## config.mk

```make
export PLATFORM = sky130hd
export DESIGN_NAME = tcc_front
export DESIGN_NICKNAME = d
export VERILOG_FILES = /design/src/rtl/tcc_pkg.sv /design/src/rtl/tcc_front.sv
export SDC_FILE = /design/constraint.sdc
export NUM_CORES = 1
export LEC_CHECK = 0
export BUFFER_PORTS_ARGS = -buffer_cell sky130_fd_sc_hd__buf_2
export CORE_AREA = 2 2 39 41
export DETAILED_ROUTE_END_ITERATION = 16
export DIE_AREA = 0 0 41 43
export PLACE_DENSITY = 0.78
export SLEW_MARGIN = 10
export SYNTH_ARGS = -nofsm -noshare
export SYNTH_HDL_FRONTEND = slang
export SYNTH_SLANG_ARGS = --single-unit
```

## constraint.sdc

```tcl
create_clock -name vclk -period 2.5
set_clock_uncertainty 0.15 [all_clocks]
set_input_delay 0.375 -clock vclk [all_inputs]
set_output_delay 0.375 -clock vclk [all_outputs]
set_load 0.05 [all_outputs]
```

## src/rtl/tcc_pkg.sv

```systemverilog
// Shared types and constants of the text console cursor engine.
// Depends on nothing; every module of the engine imports it.
`default_nettype none

package tcc_pkg;

    // Field widths of the stream payloads
    localparam int OP_W       = 2;
    localparam int CHAR_W     = 8;
    localparam int IDX_W      = 11;
    localparam int POS_W      = 11;
    localparam int CELL_W     = 16;
    localparam int COLOR_W    = 8;
    localparam int IN_DATA_W  = 24;
    localparam int OUT_DATA_W = 32;

    // Command queue between front and back
    localparam int QDEPTH = 4;
    localparam int PTR_W  = $clog2(QDEPTH);

    localparam int TAB_STOP = 8;

    // Operation codes on the input tuser
    localparam logic [OP_W-1:0] OP_PUT   = 2'd0;
    localparam logic [OP_W-1:0] OP_CLEAR = 2'd1;
    localparam logic [OP_W-1:0] OP_READ  = 2'd2;
    localparam logic [OP_W-1:0] OP_NONE  = 2'd3;

    // Control characters and the blank glyph
    localparam logic [CHAR_W-1:0] CH_TAB     = 8'h09;
    localparam logic [CHAR_W-1:0] CH_NEWLINE = 8'h0A;
    localparam logic [CHAR_W-1:0] CH_RETURN  = 8'h0D;
    localparam logic [CHAR_W-1:0] CH_BLANK   = 8'h20;

    localparam logic [COLOR_W-1:0] COLOR_RESET = 8'h07;

    // Command kinds decided by the front
    typedef logic [2:0] t_kind;
    localparam t_kind K_NOP     = 3'd0;
    localparam t_kind K_GLYPH   = 3'd1;
    localparam t_kind K_NEWLINE = 3'd2;
    localparam t_kind K_RETURN  = 3'd3;
    localparam t_kind K_TAB     = 3'd4;
    localparam t_kind K_CLEAR   = 3'd5;
    localparam t_kind K_READ    = 3'd6;

    // One classified command
    typedef struct packed {
        t_kind             kind;
        logic [CHAR_W-1:0] char_code;
        logic              idx_ok;
        logic [IDX_W-1:0]  cell_index;
    } t_cmd;

    // Queue status seen by both sides
    typedef struct packed {
        logic full;
        logic empty;
    } t_q_status;

endpackage

`default_nettype wire

```

## src/rtl/tcc_front.sv

```systemverilog
// Front end of the console engine: takes input transactions and classifies them.
// Depends on tcc_pkg; feeds tcc_queue.
`default_nettype none

module tcc_front
    import tcc_pkg::*;
#(
    parameter int CELLS = 2000
) (
    input  wire logic                 i_valid,
    output logic                      o_ready,
    input  wire logic [IN_DATA_W-1:0] i_data,   // char_code [7:0], cell_index [18:8]
    input  wire logic [OP_W-1:0]      i_user,   // op [1:0]
    input  wire t_q_status            i_q_status,
    output logic                      o_push,
    output t_cmd                      o_cmd
);

    logic [CHAR_W-1:0] char_code;
    logic [IDX_W-1:0]  cell_index;
    t_kind             kind;

    assign char_code  = i_data[CHAR_W-1:0];
    assign cell_index = i_data[CHAR_W +: IDX_W];

    // Accept whenever the queue has room
    assign o_ready = !i_q_status.full;
    assign o_push  = i_valid && !i_q_status.full;

    // Decide the command kind
    always_comb begin
        kind = K_NOP;
        unique case (i_user)
            OP_PUT: begin
                unique case (char_code)
                    CH_NEWLINE: kind = K_NEWLINE;
                    CH_RETURN:  kind = K_RETURN;
                    CH_TAB:     kind = K_TAB;
                    default:    kind = K_GLYPH;
                endcase
            end
            OP_CLEAR: kind = K_CLEAR;
            OP_READ:  kind = K_READ;
            OP_NONE:  kind = K_NOP;
        endcase
    end

    // Pack the command, with the range check on the read index done here
    always_comb begin
        o_cmd.kind       = kind;
        o_cmd.char_code  = char_code;
        o_cmd.idx_ok     = (IDX_W+2)'(cell_index) < (IDX_W+2)'(CELLS);
        o_cmd.cell_index = cell_index;
    end

endmodule

`default_nettype wire

```

======== After elaboration in Yosys (flattened, before gate mapping) ========
Index checks and enable logic that the tools add are counted.
word-level totals
  flip-flop bits (word level) ............. 0
  input port bits ......................... 29
  output and inout bits ................... 25
  word-level logic and storage cells ...... 12
operators by class
  $lt $le $gt $ge ......................... 1
  equal/unequal tests ..................... 6
  multiplexer cells ....................... 2
  reductions and logical operators ........ 3
operator list
  cell                                                                    count
  8-bit by 4-bit equality test with 1-bit output (second input constant)  3
  3-bit one-hot mux with 4 select lines                                   1
  11-bit less-than comparator (second input constant)                     1
  3-bit one-hot mux with 3 select lines                                   1
  2-bit equality test (second input constant)                             2
  2-bit by 1-bit equality test with 1-bit output (second input constant)  1
  2-bit logical NOT                                                       1
  1-bit logical AND                                                       1
  1-bit logical NOT                                                       1

======== Depth between registers and ports, before layout ========
Gate-level depths: netlist of the first run.
  word-level depth ........................ 3
  depth in mapped cells ................... 4
  mapped depth without buffers ............ 4

======== Worst setup path after synthesis of the first run ========
Ideal clock, no wire load.
  kind .................................... input -> output
  start ................................... input i_user[0]
  end ..................................... output o_cmd[21] in the netlist's numbering
  data arrival time ....................... 1.551 ns
  data required time ...................... 1.975 ns
  slack ................................... 0.424 ns
  stages on the path ...................... 4
  path buffers ............................ 0
  cell sequence ........................... inv_1 -> ha_1 -> nand4b_1 -> o22ai_1
RTL lines
  element          line             RTL
  start, declared  tcc_front.sv:13  input wire logic [OP_W-1:0] i_user,
  end, declared    tcc_front.sv:16  output t_cmd o_cmd

==> results of run 1 <==
## path summary, 6_finish.rpt
| kind | depth (start not counted) | end | start | slack [ps] |
|---|---|---|---|---|
| max | 6 | o_cmd[22] | i_user[0] | 580 |
| min | 0 | o_cmd[2] | i_data[10] | 600 |
## stage by stage
step	area (um2)	setup slack, ps	hold slack, ps	util
after floorplan	312	424	767	-
after global placement	389	588	600	0.281
after detailed placement	389	573	600	0.281
after CTS	389	569	600	0.281
after global routing	389	512	600	0.281
final	389	577	600	0.281
## kinds of logic after synthesis
logic type | Yosys count | synth area share
buf+inv | 24 | 0.518
simple gates | 9 | 0.181
compound gates | 5 | 0.149
fa+ha+maj | 3 | 0.120
mux | 1 | 0.0321
## layout make-up
type	instances	area, um2	area share
multi-input cells	18	150	0.386
repair buffers	40	200	0.514
inverters	5	18.8	0.0482
well taps	16	20.0	0.0514
## power groups by stage
stage | Clock, mW | Sequential [mW] | Combinational, mW
final | 0 | 0 | 0.119
after global routing | 0 | 0 | 0.126
after floorplan | 0 | 0 | 0.118
after detailed placement | 0 | 0 | 0.120
after global placement | 0 | 0 | 0.119
after CTS | 0 | 0 | 0.120
## layer usage
layer	global-route usage	vias up	part of all wire	wire length, um
li1	-	164	-	-
met1	0.0696	134	0.38	253
met2	0.125	21	0.51	344
met3	0.0105	0	0.11	75
met4	0.00667	0	0	0
met5	0	-	0	0
## placed cells by master (no fill, tap or decap), drive strengths merged
master	instances
and3	1
buf	40
ha	3
inv	5
mux2i	1
nand2	1
nand3	1
nand4b	1
nor2	1
nor2b	3
nor3	1
o2111ai	1
o21ai	1
o22a	1
o22ai	1
o32ai	1
==> summary.txt, run 1 <==
Setup path
  – Worst path max stage delay: 300 ps
  – CP delay by family, top: buffers and inverters
  – Crit-path cells: buf_2 -> inv_1 -> ha_1 -> nand2_1 -> o32ai_2 -> buf_2
  – Critical Path End Type: output port
  – Worst setup SP type: input pin
  – Critical path buffer and inverter count: 3
  – Arr. time, crit path: 1400 ps
  – Peak fanout along the critical path: 6
  – Crit-path slowest cell: buf_2
  – Top cell by count, worst path: buf_2
  – Worst setup path class: in2out
  – CP Data Required Time: 1980 ps

Placement
  – I/O Buffers: 40
  – Final RePlAce weighted congestion: 0.739
  – Placed Cells: 79
  – Post-detail-place hpwl: 618 um

Power
  – P per Cell Area: 307 mW/mm2
  – Switching fraction of total power: 0.737
  – Worst VDD drop: 0.0945 mV
  – Clk network pwr share: 0
  – Reg power frac: 0
  – P_leak: 0.237 nW
  – Internal power: 0.0315 mW
  – Comb pwr share: 1.000
  – Net switching power: 0.0880 mW
  – Total power: 0.119 mW

Cells and area
  – CLK BUF: 0
  – Sequential Area: 0 um2
  – Fill count: 164
  – Nets: 97
  – Layout cells sized above 1: 0.683
  – Fin cells: 79
  – Antenna diodes: 0
  – FFs & Latches: 0
  – Area Growth Syn to Fin: 24.9%

Synthesis
  – Sequential element share of the synthesized area: 0
  – Synth top area share: 0.458
  – Area leader, netlist: buf_4
  – Post-synth top cells: buf_4 (19), inv_1 (5), ha_1 (3), nor2b_1 (3)
  – Synth warnings: 0
  – Syn_nets: 74
  – Post-synthesis instance area: 312 um2
  – Most common cell in the netlist: buf_4
  – Main area contributors after synthesis: buf_4 (46%), ha_1 (12%), inv_1 (6.0%)
  – Synth cell types: 16
  – Syn Inst Count: 42
  – Syn avg cell area: 7.42 um2

Routing
  – Detail Route Antenna Nets: 0
  – # DRC: 0
  – Vias post-DR: 319
  – DRT iter0 DRCs: 7
  – Routed WL: 673 um
  – Avg Vias per Cell: 4.04
  – WL per Instance: 8.52 um
  – Drt first pass iters: 4

Floorplanning
  – # IOs: 54
  – Num rows: 14
  – Initial Util: 0.225
  – Core area: 0.00138 mm2
  – Die width: 41 um
  – Die ar.: 0.00176 mm2
  – Die Y: 43 um

Clock tree
  – Hold_buf cts: 0
  – Post-CTS Setup Bufs: 0
  – Cts repair resizes: 0

Global routing
  – Antenna violations before repair: 0
  – Largest net degree at the start of global routing: 7
  – Grt total ovfl: 0
  – First-pass GRT wire length: 890 um
  – Vias in the first global route: 257
  – GR Util All Layers: 0.0649

Timing
  – Setup_tns: 0 ps
  – Fmax: 520 MHz
  – Setup violations, final: 0
  – Tmin final: 1920 ps
  – Slew Viols, Final: 0
  – Worst-Margin Slew: 258 ps
  – Crit share post-route: 0.769
  – Slew HR: 0.829
  – Final Hold Fails: 0
  – RSZ-0062 raised after global routing: false

Worst hold path
  – Hold crit path type: in2out

Status
  – Status: completed

Flow run
  – Max cap viols: 0
(Power assumes the default switching activity.)
==> run 2: changes to the inputs <==
Clock period 2.5 ns to 1.85 ns, I/O delays scaled along.
==> run 2 against run 1 <==
- final cell count is the same
- via count rose by 0.63%
- critical path depth unchanged
- total power increased by 37%
- die area unchanged
- flip-flop and latch count did not move
==> summary.txt, run 2 (same netlist as run 1, synthesis figures left out) <==
Status
  – Status: completed

Placement
  – Final RePlAce weighted congestion: 0.650 (-12%)
  – Placed Cells: 79 (unchanged)
  – Post-detail-place hpwl: 653 um (+5.7%)
  – I/O Buffers: 40 (unchanged)

Worst hold path
  – Hold Crit Start: i_data[8]
  – Hold crit path type: in2out

Global routing
  – GR Util All Layers: 0.0689 (+0.00400)
  – Antenna violations before repair: 0 (unchanged)
  – Met3 usage: 0.00524 (-0.00524)
  – Largest net degree at the start of global routing: 7 (unchanged)
  – GRT met1 Usage: 0.0759 (+0.00633)
  – Grt total ovfl: 0 (unchanged)
  – GRT busiest layer: met2
  – First-pass GRT wire length: 938 um (+5.4%)
  – Vias in the first global route: 263 (+2.3%)
  – M2 GR Usage: 0.138 (+0.0125)

Floorplanning
  – Num rows: 14 (unchanged)
  – Core area: 0.00138 mm2 (unchanged)
  – Die width: 41 um (unchanged)
  – Die Y: 43 um (unchanged)
  – Initial Util: 0.225 (unchanged)
  – # IOs: 54 (unchanged)
  – Die ar.: 0.00176 mm2 (unchanged)

Setup path
  – Critical Path End: o_cmd[22]
  – Critical Path End Type: output port
  – Arr. time, crit path: 1320 ps (-80 ps)
  – Top cell by count, worst path: buf_2
  – CP startpoint: i_user[0]
  – Peak fanout along the critical path: 6 (unchanged)
  – Worst path max stage delay: 300 ps (about the same)
  – Crit-path cells: buf_2 -> inv_1 -> ha_1 -> nand2_1 -> o32ai_2 -> buf_2
  – Worst setup path class: in2out
  – Crit path depth: 6 (unchanged)
  – CP Data Required Time: 1420 ps (-560 ps)
  – Worst setup SP type: input pin
  – Crit-path slowest cell: buf_2
  – Critical path buffer and inverter count: 3 (unchanged)
  – CP delay by family, top: buffers and inverters

Power
  – P per Cell Area: 413 mW/mm2 (+34%)
  – Worst VDD drop: 0.111 mV (+17%)
  – P_leak: 0.238 nW (+0.52%)

Timing
  – Slew Viols, Final: 0 (unchanged)
  – Final Hold Fails: 0 (unchanged)
  – Setup_tns: 0 ps (unchanged)
  – Setup violations, final: 0 (unchanged)
  – Tmin final: 1740 ps
  – RSZ-0062 raised after global routing: false
  – Fmax: 573 MHz
  – Slew HR: 0.833 (+0.00365)
  – Crit share post-route: 0.943
  – Worst-Margin Slew: 252 ps (-5.51 ps)

Cells and area
  – Sequential Area: 0 um2 (unchanged)
  – FFs & Latches: 0 (unchanged)
  – Fin util: 0.286 (+0.00452)
  – Antenna diodes: 0 (unchanged)
  – Layout cells sized above 1: 0.698 (+0.0159)
  – CLK BUF: 0 (unchanged)
  – Area Growth Syn to Fin: 26.9%
  – Fin cells: 79 (unchanged)
  – Most common cell after layout, fill and taps aside: buf_2
  – Most frequent cells in the layout: buf_2 (40), inv_1 (5), nor2b_1 (3), ha_1 (3)
  – Nets: 97 (unchanged)
  – Fill count: 163 (-0.61%)
  – Multi-input gate area: 156 um2 (+4.2%)

Routing
  – Avg Vias per Cell: 4.06 (+0.63%)
  – Detail Route Antenna Nets: 0 (unchanged)
  – WL per Instance: 8.80 um (+3.3%)
  – Vias post-DR: 321 (+0.63%)
  – Routed WL: 695 um (+3.3%)
  – Drt first pass iters: 2 (-2)
  – # DRC: 0 (unchanged)
  – DRT iter0 DRCs: 3 (-4)

Clock tree
  – Hold_buf cts: 0 (unchanged)
  – Post-CTS Setup Bufs: 0 (unchanged)
  – Cts repair resizes: 0 (unchanged)

Flow run
  – Max cap viols: 0 (unchanged)
## run 2: cell counts in the layout (fill, tap and decap cells not counted)
No cell type changed its count.
## run 2: power breakdown
part | internal [mW] | switching, mW
logic | 0.0433 | 0.120
clock network | 0 | 0
registers | 0 | 0
## run 2: how the worst min path moves through the flow
stage | slack (ps) | depth (start not counted) | to
after floorplan | 570 | 1 | o_cmd[0]
after global placement | 410 | 0 | o_cmd[2]
after detailed placement | 410 | 0 | o_cmd[2]
after CTS | 410 | 0 | o_cmd[2]
after global routing | 410 | 0 | o_cmd[1]
final | 410 | 0 | o_cmd[0]
## run 2: layout make-up
class / instances / area share
multi-input cells: 18 / 0.396
well taps: 16 / 0.0506
inverters: 5 / 0.0475
repair buffers: 40 / 0.506
## run 2: per-layer routing
metal | routed length, um | vias to the layer above
met4 | 0 | 0
met5 | 0 | -
met2 | 332 | 22
met3 | 82 | 0
li1 | - | 164
met1 | 280 | 135
## run 2: metrics by stage
| step | power [mW] | hold slack, ps | instance area, um2 | setup WS, ps |
|---|---|---|---|---|
| after floorplan | 0.161 | 572 | 318 | 40.1 |
| after global placement | 0.162 | 405 | 395 | 120 |
| after detailed placement | 0.164 | 405 | 395 | 104 |
| after CTS | 0.164 | 405 | 395 | 99.9 |
| after global routing | 0.173 | 405 | 395 | 14.7 |
| final | 0.163 | 405 | 395 | 106 |
