<file path="src/rtl/tcc_pkg.sv">
// Shared types and constants of the text console cursor engine.
// Depends on nothing; every module of the engine imports it.
`default_nettype none

package tcc_pkg;

    // Field widths of the stream payloads
    localparam int OP_W       = 2;
    localparam int CHAR_W     = 8;
    localparam int IDX_W      = 11;
    localparam int POS_W      = 11;
    localparam int CELL_W     = 16;
    localparam int COLOR_W    = 8;
    localparam int IN_DATA_W  = 24;
    localparam int OUT_DATA_W = 32;

    // Command queue between front and back
    localparam int QDEPTH = 4;
    localparam int PTR_W  = $clog2(QDEPTH);

    localparam int TAB_STOP = 8;

    // Operation codes on the input tuser
    localparam logic [OP_W-1:0] OP_PUT   = 2'd0;
    localparam logic [OP_W-1:0] OP_CLEAR = 2'd1;
    localparam logic [OP_W-1:0] OP_READ  = 2'd2;
    localparam logic [OP_W-1:0] OP_NONE  = 2'd3;

    // Control characters and the blank glyph
    localparam logic [CHAR_W-1:0] CH_TAB     = 8'h09;
    localparam logic [CHAR_W-1:0] CH_NEWLINE = 8'h0A;
    localparam logic [CHAR_W-1:0] CH_RETURN  = 8'h0D;
    localparam logic [CHAR_W-1:0] CH_BLANK   = 8'h20;

    localparam logic [COLOR_W-1:0] COLOR_RESET = 8'h07;

    // Command kinds decided by the front
    typedef logic [2:0] t_kind;
    localparam t_kind K_NOP     = 3'd0;
    localparam t_kind K_GLYPH   = 3'd1;
    localparam t_kind K_NEWLINE = 3'd2;
    localparam t_kind K_RETURN  = 3'd3;
    localparam t_kind K_TAB     = 3'd4;
    localparam t_kind K_CLEAR   = 3'd5;
    localparam t_kind K_READ    = 3'd6;

    // One classified command
    typedef struct packed {
        t_kind             kind;
        logic [CHAR_W-1:0] char_code;
        logic              idx_ok;
        logic [IDX_W-1:0]  cell_index;
    } t_cmd;

    // Queue status seen by both sides
    typedef struct packed {
        logic full;
        logic empty;
    } t_q_status;

endpackage

`default_nettype wire

</file>
<file path="src/rtl/tcc_queue.sv">
// Short command queue between the front and the back of the console engine.
// Depends on tcc_pkg.
`default_nettype none

module tcc_queue
    import tcc_pkg::*;
(
    input  wire logic  i_clk,
    input  wire logic  i_rst_n,
    input  wire logic  i_push,
    input  wire t_cmd  i_cmd,
    input  wire logic  i_pop,
    output t_cmd       o_cmd,
    output t_q_status  o_status
);

    t_cmd             r_slot [QDEPTH];
    logic [PTR_W-1:0] r_wr_ptr;
    logic [PTR_W-1:0] r_rd_ptr;
    logic [PTR_W:0]   r_count;

    assign o_cmd           = r_slot[r_rd_ptr];
    assign o_status.full   = r_count == (PTR_W+1)'(QDEPTH);
    assign o_status.empty  = r_count == '0;

    // Advance pointers and the fill count
    always_ff @(posedge i_clk) begin
        if (!i_rst_n) begin
            r_wr_ptr <= '0;
            r_rd_ptr <= '0;
            r_count  <= '0;
        end else begin
            if (i_push) begin
                r_wr_ptr <= r_wr_ptr + 1'b1;
            end
            if (i_pop) begin
                r_rd_ptr <= r_rd_ptr + 1'b1;
            end
            if (i_push && !i_pop) begin
                r_count <= r_count + 1'b1;
            end else if (i_pop && !i_push) begin
                r_count <= r_count - 1'b1;
            end
        end
    end

    // Store the pushed command
    always_ff @(posedge i_clk) begin
        if (i_push) begin
            r_slot[r_wr_ptr] <= i_cmd;
        end
    end

endmodule

`default_nettype wire

</file>
<file path="config.mk">
export PLATFORM = sky130hd
export DESIGN_NAME = tcc_queue
export DESIGN_NICKNAME = d
export VERILOG_FILES = /design/src/rtl/tcc_pkg.sv /design/src/rtl/tcc_queue.sv
export SDC_FILE = /design/constraint.sdc
export NUM_CORES = 1
export LEC_CHECK = 0
export BUFFER_PORTS_ARGS = -buffer_cell sky130_fd_sc_hd__buf_2
export CAP_MARGIN = 20
export CORE_UTILIZATION = 60
export DETAILED_ROUTE_END_ITERATION = 6
export PLACE_DENSITY = 0.87
export SETUP_SLACK_MARGIN = 0.5
export SLEW_MARGIN = 20
export SYNTH_ARGS = -nofsm -noshare
export SYNTH_HDL_FRONTEND = slang
export SYNTH_SLANG_ARGS = --single-unit
</file>
<file path="constraint.sdc">
create_clock -name i_clk -period 4.1 [get_ports i_clk]
set_clock_uncertainty 0.05 [all_clocks]
set_input_delay 0.205 -clock i_clk [delete_from_list [all_inputs] [get_ports i_clk]]
set_output_delay 0.205 -clock i_clk [all_outputs]
set_load 0.01 [all_outputs]
</file>
# Yosys cells after proc, flatten, opt, wreduce, memory -nomap -nowiden
# Memory sizes are Yosys's and may differ from the RTL's. A register that Yosys moved wholly into a read port is not among the register bits.
# Index checks and enable logic that the tools add are counted.
# Widths: inputs -> output; s select.
[classes]
eq_ne = 1
reduce_logical = 6
addsub = 4
n_mux = 6
[op_table]
columns = ["cell", "n"]
rows = [
  ["$mux 3", 2],
  ["$add 2x1->2 const B", 2],
  ["$mux 2", 2],
  ["$add 3x1->3 const B", 1],
  ["$eq 3x3->1 const B", 1],
  ["$logic_not 3->1", 1],
  ["$sub 3x1->3 const B", 1],
  ["$logic_and 1x1->1", 2],
  ["$logic_not 1->1", 2],
  ["$mux 1", 2],
  ["$reduce_bool 2->1", 1],
]
[word_totals]
out_inout_bits = 25
memories = 1
ff_bits = 7
mem_bits_rw = 92
wordCells = 21
[memory_table]
columns = ["memory", "words", "word_bits", "rd", "rd_ports_with_merged_regs", "wr", "line_no", "text"]
rows = [
  ["r_slot", 4, 23, 1, 1, 1, "tcc_queue.sv:17", "t_cmd r_slot [QDEPTH];"],
]

# Logic depth before layout (Yosys ltp)
# Gate-level depths: netlist (run 1).
[depth]
depth_word = 4
depth_mapped = 7
depth_no_buf = 7

# Worst setup path before layout (run 1)
# Ideal clock, no wire load.
[synth_path]
path_kind = "reg-to-reg"
startpoint = "register r_wr_ptr[0]"
endpoint = "memory r_slot[2][0] (netlist bit) (enable)"
path_slack_ns = 2.540
n_path_buf = 0
setup_ns = 0.382
t_required_ns = 3.668
arrival_time_ns = 1.129
synth_period_minus_slack_ns = 1.560
stages_incl_launch_ff = 4
path_cell_list = "dfxtp_1 > inv_1 > ha_1 > and2_1"
[synth_rtl]
columns = ["item", "line_no", "text"]
rows = [
  ["from (decl)", "tcc_queue.sv:18", "logic [PTR_W-1:0] r_wr_ptr;"],
  ["from (signal assigned)", "tcc_queue.sv:34", "r_wr_ptr <= r_wr_ptr + 1'b1;"],
  ["to (decl)", "tcc_queue.sv:17", ""],
]
# Straight into the memory's write port.

==> results of run 1 <==
## placed cells by master (no fill, tap or decap), types with 2 or more instances in the layout
cell and count:
and2_1 8, buf_2 51, buf_4 3, clkbuf_8 9, clkinv_2 2, clkinv_4 3, dfxtp_1 8, dlygate4sd3_1 10
edfxtp_1 92, ha_1 5, inv_1 4, inv_8 2, mux2i_1 2, mux4_1 3, mux4_2 20, nor2b_1 2
xnor2_1 2, xor2_1 3
## worst max-delay path: stages (launching register included)
cell and delay [ps]:
dfxtp_2 880, mux4_1 640, buf_2 160
## metal layers
layer / global-route usage / share of wire / vias to the layer above
met5: 0 / 0 / -
met4: 0.0982 / 0.019 / 0
met3: 0.0500 / 0.043 / 9
met2: 0.333 / 0.52 / 51
met1: 0.234 / 0.41 / 864
li1: - / - / 807
## Yosys cell counts, types with 2 or more instances
cell type / count / share of area
buf_2: 2 / 0.0026
mux4_1: 3 / 0.021
mux4_2: 20 / 0.12
nor2b_1: 2 / 0.0033
buf_12: 2 / 0.011
and2_1: 9 / 0.015
mux2i_1: 2 / 0.0053
edfxtp_1: 92 / 0.73
inv_1: 4 / 0.0040
xnor2_1: 2 / 0.0046
xor2_1: 3 / 0.0069
dfxtp_1: 9 / 0.047
ha_1: 5 / 0.016
## power by group
| part | internal, W | switching (W) |
|---|---|---|
| sequential | 0.00118 | 0.0000392 |
| combinational | 0.000113 | 0.0000967 |
| clock | 0.000230 | 0.000336 |
| total | 0.00152 | 0.000472 |
## cell type report
cell class	count	area, um2	share of cell area
clock inverter	7	58.8	0.0134
timing repair buffer	64	378	0.0860
multi-input combinational	53	781	0.178
clock buffer	9	124	0.0282
tap	75	93.8	0.0214
inverter	4	15.0	0.00342
sequential	101	2940	0.670
## final timing paths
check / from / end / slack [ps] / cells after the start
worst max register to register: r_wr_ptr[0] / r_slot[2][16] / 2140 / 4
worst min-delay path: i_cmd[18] / r_slot[1][18] / 10 / 1
worst max-delay path: flop / o_cmd[18] / 1810 / 2
worst min register to register: r_count[2] / r_count[2] / 470 / 2
## state kept, by name, indices dropped and copies added (netlist names), named ones only
name,flops
r_rd_ptr,2
r_count,3
r_wr_ptr,2
r_slot,92
## metrics by stage
| step | hold slack (ps) | cells | utilization | area, um2 | total power, W |
|---|---|---|---|---|---|
| 3_3_place_gp | 371 | 287 | 0.682 | 4110 | 0.00144 |
| 6_report | 13.8 | 313 | 0.729 | 4390 | 0.00199 |
| 2_1_floorplan | 254 | 163 | - | 3800 | 0.00137 |
| 4_1_cts | 0.310 | 312 | 0.728 | 4380 | 0.00201 |
| 3_5_place_dp | 372 | 287 | 0.682 | 4110 | 0.00145 |
| 5_1_grt | 1.22 | 313 | 0.729 | 4390 | 0.00207 |
## cells by family after synthesis
group                      count (synthesis)  share of synthesized area
AOI/OAI and AO/OA                          2                    0.00329
muxes                                     25                      0.145
buffers and inverters                      9                     0.0201
adders and majority gates                  6                     0.0217
DFF                                      101                      0.775
xor gates and xnor gates                   5                     0.0115
and+or+nand+nor                           15                     0.0240
## repair_timing
item,in CTS,in global routing
endpoints found under the hold margin,32,4
hold buffers,9,1
buffers inserted,0,0
==> results by stage, run 1 <==
Detailed routing:
- The detailed-route wire length per cell is around 19 um.
- Before antenna repair, the detailed router went through 4 iterations.
- The first routing iteration left 93 violations.
- In the routed design, unresolved DRC markers number 0.
- Once detail routing completed, the nets flagged for antenna violations numbered 0.
- The via density per instance is 5.53.
- The total via count in the routed design is 1731.
- The total routed wirelength is about 6000 um.

Run status:
- The flow ran to the end, and the final reports show no timing, DRC or antenna violations.

Setup path:
- The top fanout value on the critical path is 23.
- STA puts the critical path data required time at 3850 ps.
- The worst setup path is of the reg -> out kind.
- STA classifies the critical path endpoint as an output port.
- The worst setup path is launched from a flop.
- Data arrives at the worst endpoint at a little over 2000 ps.

Worst hold path:
- In this run the worst hold path is classified as in -> reg.

Timing:
- The maximum frequency from static timing analysis is 437 MHz.
- The number of failing setup endpoints in the final timing report is 0.
- Of the available clock period, the critical path in the final layout requires 0.558.
- Setup repair after global routing left no endpoint under its margin.
- For the pin with the worst max-slew slack, the measured transition is 1080 ps.
- In this run the tightest slew margin relative to its limit is 0.281.
- The count of pins over their slew limit was 0.
- The setup slack of the critical path after layout is 1810 ps.
- The final setup TNS is 0 ps.
- The smallest clock period supported by the final layout is computed as between 2000 and 2500 ps.
- The total count of hold-check failures in the final report is 0.

Global routing:
- The maximum number of pins on one net before global-route repair is 24.
- The global router's overall resource usage is 0.196.
- The number of antenna violations at the first check in global routing was 0.
- The global-route wire length before repair is 8830 um.
- The via count of the first global-routing pass is 1794.
- The global route total overflow is 0.

Floorplan:
- The initial utilization of the core area, before any placement, comes to 0.630.
- The die extent in x is 81.6 um.
- The number of top-level pins is 52.
- The core area is 6030 um2.
- Measured along the y axis, the die boundary spans slightly above 80 um.
- The site row count is 28.
- The die covers ~6700 um2.

Synth:
- The proportion of register bits with asynchronous set or reset after synthesis is 0.
- The mean instance size in the synthesized netlist is 23.3 um2.
- The register bit total from synthesis is 101.
- The total nets after synthesis is 196.
- The count of flip-flops with a built-in enable after synthesis is 92.
- The number of warnings reported in the yosys synthesis log is 0.
- Of the synthesized area, sequential elements account for 0.775.
- Synthesis produced a netlist whose cell count is 163.
- Summing every instance area after synthesis gives 3800 um2.
- The distinct cell type count of the synthesized netlist is 21.
- The most used flip-flop cell after synthesis is edfxtp_1.

Clock network:
- Once the clock tree was built, the resizer swapped 0 gates to a different size.
- The master cell of the clock root buffer is clkbuf_8.
- After clock tree synthesis, the clock-pin slew on the worst setup and hold paths is 100 ps.
- TritonCTS built the clock tree.
- The H-tree depth reported by CTS is 3.
- The maximum buffer depth of the clock tree is 2.
- Clock tree synthesis inserted a total of 9 buffers.
- The clock sink count is roughly 100.
- The source-to-sink clock delay at the later pin of the worst-skew pair is ~350 ps.

Final layout:
- Fill cells in the final layout number 360.
- Of the cells placed in the final design, the portion with a size suffix greater than 1 is 0.387.
- The count of nets after finishing is 266.
- 0 antenna diodes ended up in the layout.
- The layout overhead on the synthesized area is 15.7%.

Pwr:
- The analysis attributes to cell leakage a power of 1.54 nW.
- The power per unit of standard cell area is 454 nW/um2.
- The peak supply drop is around 0.27 mV.

Placement:
- The number of buffer cells added on primary ports is 51.
- At the placement stage, the worst setup path has a slack of 2120 ps.
- The routability congestion estimate from global placement is 0.701.
- Once detailed placement completed, the half-perimeter wirelength came to 3730 um.

Job:
- The tool flagged a number of max-cap violations equal to 0.
(Power assumes the default switching activity.)
==> inputs of run 2 (changes only) <==
CORE_UTILIZATION = 51   (was 60)
PLACE_DENSITY = 0.79   (was 0.87)
clock period = 2.1 ns   (was 4.1 ns; I/O delays follow)
==> run 2 against run 1 <==
  * The flow now finishes with violations (hold timing)
  * Setup slack got worse by 1500 ps
  * Utilization decreased by 6.3 points
  * Sequential power increased by 93%
  * Clock power increased by 100%
  * Sequential share of layout area decreased by 5.7 points
==> results by stage, run 2 (synthesis results as in run 1) <==
Setup path:
- The flop-to-flop setup slack is 600 ps.
- STA puts the critical path data arrival time at 1620 ps.
- The critical path is of the reg -> out type.
- The endpoint of the most critical register-to-register path is r_slot[1][2].
- The top fanout value on the critical path is 7.
- STA classifies the critical path startpoint as a flop.
- The worst reg-to-reg path cell count is 4.
- STA classifies the critical path endpoint as an output port.
- The reg-to-reg startpoint is r_wr_ptr[1].
- STA puts the critical path data required time at 1950 ps.

Final layout:
- The register with the most flip-flops in the final layout is r_slot.
- The total of fill cells in the finished design is 484.
- The largest registers in the layout are r_slot (92), r_count (3).
- Measured on the finished design, the core utilization comes to 0.666.
- The top cell types in the final layout, fill and taps aside, are 92 x edfxtp_1, 30 x buf_2, 23 x mux4_2, 23 x dlygate4sd3_1, 23 x buf_6.
- Compared with the post-synthesis result, the final layout area differs by 26.6%.
- The repair_antennas step left the layout with diodes totalling 0.
- The most frequent standard cell in the layout excluding fill and tap cells is edfxtp_1.
- The register with the most flip-flops in the layout has 92 of them.
- Of the cells placed in the final design, the portion with a size suffix greater than 1 is 0.396.
- The count of nets after finishing is 284.
- Once layout is complete, the cells apart from fillers number 354.

Clock network:
- The clock sink count is 101.
- The number of CTS-inserted buffers is 9.
- Clock latency on the worst-skew pair, taken at its later pin, is 350 ps.
- Clock tree synthesis selected as its root buffer the cell clkbuf_8.
- The H-tree was split into 3 levels.
- The maximum buffer depth of the clock tree is 2.
- The clock tree from TritonCTS is yes.
- The clock transition at the registers of the reported paths is 80 ps.

Placement:
- Detailed placement ended at an HPWL of just under 4000 um.
- The post-placement cell count is 315.
- The number of buffer cells added on primary ports is 51.
- Prior to clock tree synthesis, the placed netlist has a worst setup slack of 369 ps.
- At the end of routability-driven placement, the weighted congestion stood at 0.691.

Job:
- The max-cap check violation count is 0.

Timing:
- The worst path in the final design needs a cycle of roughly 1800 ps, including I/O delays and setup.
- Across all setup checks in the final design, the least slack found is 327 ps.
- The tightest hold margin is -5.71 ps.
- The total count of hold-check failures in the final report came to 3.
- Setup violations remaining at the end of the flow were counted as 0.
- The worst pin sits at a relative slew slack of 0.743.
- The transition time at the pin with the least slew margin is 386 ps.
- The count of pins over their slew limit is 0.
- In the finished design, the share of the clock period the worst path needs comes to 0.844.
- The maximum frequency from static timing analysis is 564 MHz.
- Adding up every negative setup slack in the final design gives 0 ps.
- Setup repair after global routing could not meet its margin everywhere.

Floorplan:
- The die footprint is 7800 um2.
- The core area is 7210 um2.
- From left edge to right edge, the die measures ~88 um.
- The site row count is 31.
- In this run the vertical extent of the chip is between 80 and 90 um.
- The number of top-level pins is 52.
- The initial utilization of the core area, before any placement, comes to 0.527.

Run status:
- The run finished, with violations left.
- The checks that failed: hold timing.

Detailed routing:
- The total routed wirelength is 6270 um.
- The number of violations reported at the end of detailed-routing iteration 0 is between 60 and 70.
- In the final routed layout, each cell accounts on average for 17.7 um.
- The number of iterations in the first detailed-routing pass is 4.
- The remaining routing DRC violations is 0.
- The count of antenna-violating nets left after detailed routing is 0.
- Using the TritonRoute via totals, the vias-per-cell ratio works out to slightly above 5.
- The detailed router placed ~1800 vias in this run.

Worst hold path:
- The worst hold path was traced through 2 stages.
- The endpoint of the worst hold-timing path is r_rd_ptr[0].
- The worst hold path belongs to the class in -> reg.
- The origin of the worst min-delay path is i_rst_n.

Global routing:
- Entering global routing, the biggest net connects 19 pins.
- The first global-routing pass estimated 9450 um of wire.
- The global route total overflow is 0.
- For this run, the total global-route usage over all layers was measured as 0.173.
- The number of antenna violations at the first check in global routing was 0.
- The via count of the first global-routing pass was 1832.

Pwr:
- Across the VDD grid, the largest voltage drop is 0.454 mV.
- Summing internal, switching and leakage power gives 0.00408 W.
- Summed over all cells, the static leakage comes to 1.68 nW.
- In this run the power density over the cells is ~850 nW/um2.
[run 2: changes by cell type in the layout (fill, tap and decap cells not counted), moves of 5 or more]
| cell | previous run | this run |
|---|---|---|
| dlygate4sd3_1 | 10 | 23 |
| buf_6 | 0 | 23 |
| buf_12 | 0 | 5 |
| buf_2 | 51 | 30 |
[run 2: worst max-delay path by stage]
stage                     start            to  slack (ps)
floorplan           r_wr_ptr[0]  r_slot[2][0]         540
global placement         i_push    r_count[2]         490
detailed placement       i_push    r_count[2]         370
CTS                        flop     o_cmd[18]         310
global route               flop      o_cmd[7]         300
finish                     flop     o_cmd[18]         330
[run 2: per-stage QoR]
| step | hold WS [ps] | cell area, um2 |
|---|---|---|
| 6_report | -5.71 | 4810 |
| 5_1_grt | 0.575 | 4810 |
| 4_1_cts | 1.34 | 4680 |
| 3_5_place_dp | 274 | 4210 |
| 3_3_place_gp | 269 | 4210 |
| 2_1_floorplan | 154 | 3800 |
[run 2: power by group]
| part | internal [W] | switching [W] |
|---|---|---|
| registers | 0.00230 | 0.0000482 |
| logic | 0.000349 | 0.000253 |
| clock network | 0.000540 | 0.000592 |
[run 2: final cells by class]
class	count	area, um2	share of cell area
clock buffer	10	128	0.0265
clock inverter	5	51.3	0.0107
inverter	4	15.0	0.00312
multi-input combinational	53	774	0.161
sequential	101	2950	0.613
tap	99	124	0.0258
timing repair buffer	82	767	0.160
[run 2: critical path: stages (launching register included)]
cell     delay (ps)
dfxtp_4         420
buf_12          150
mux4_2          550
buf_6           150
[run 2: repair_timing]
action                                  4_1_cts  5_1_grt
buffers inserted                              0        0
hold buffers                                 23        0
gates cloned                                  1        0
endpoints found under the setup margin       58       58
gates resized for setup                      18       23
hold endpoints to repair                     92        0
pin swaps                                     0        0
[run 2: per-layer routing]
| layer | GRT usage | vias to the layer above | routed length, um | share of wire |
|---|---|---|---|---|
| li1 | - | 836 | - | - |
| met1 | 0.217 | 926 | 2670 | 0.43 |
| met2 | 0.292 | 47 | 3270 | 0.52 |
| met3 | 0.0457 | 12 | 237 | 0.038 |
| met4 | 0.0645 | 0 | 94 | 0.015 |
| met5 | 0 | - | 0 | 0 |
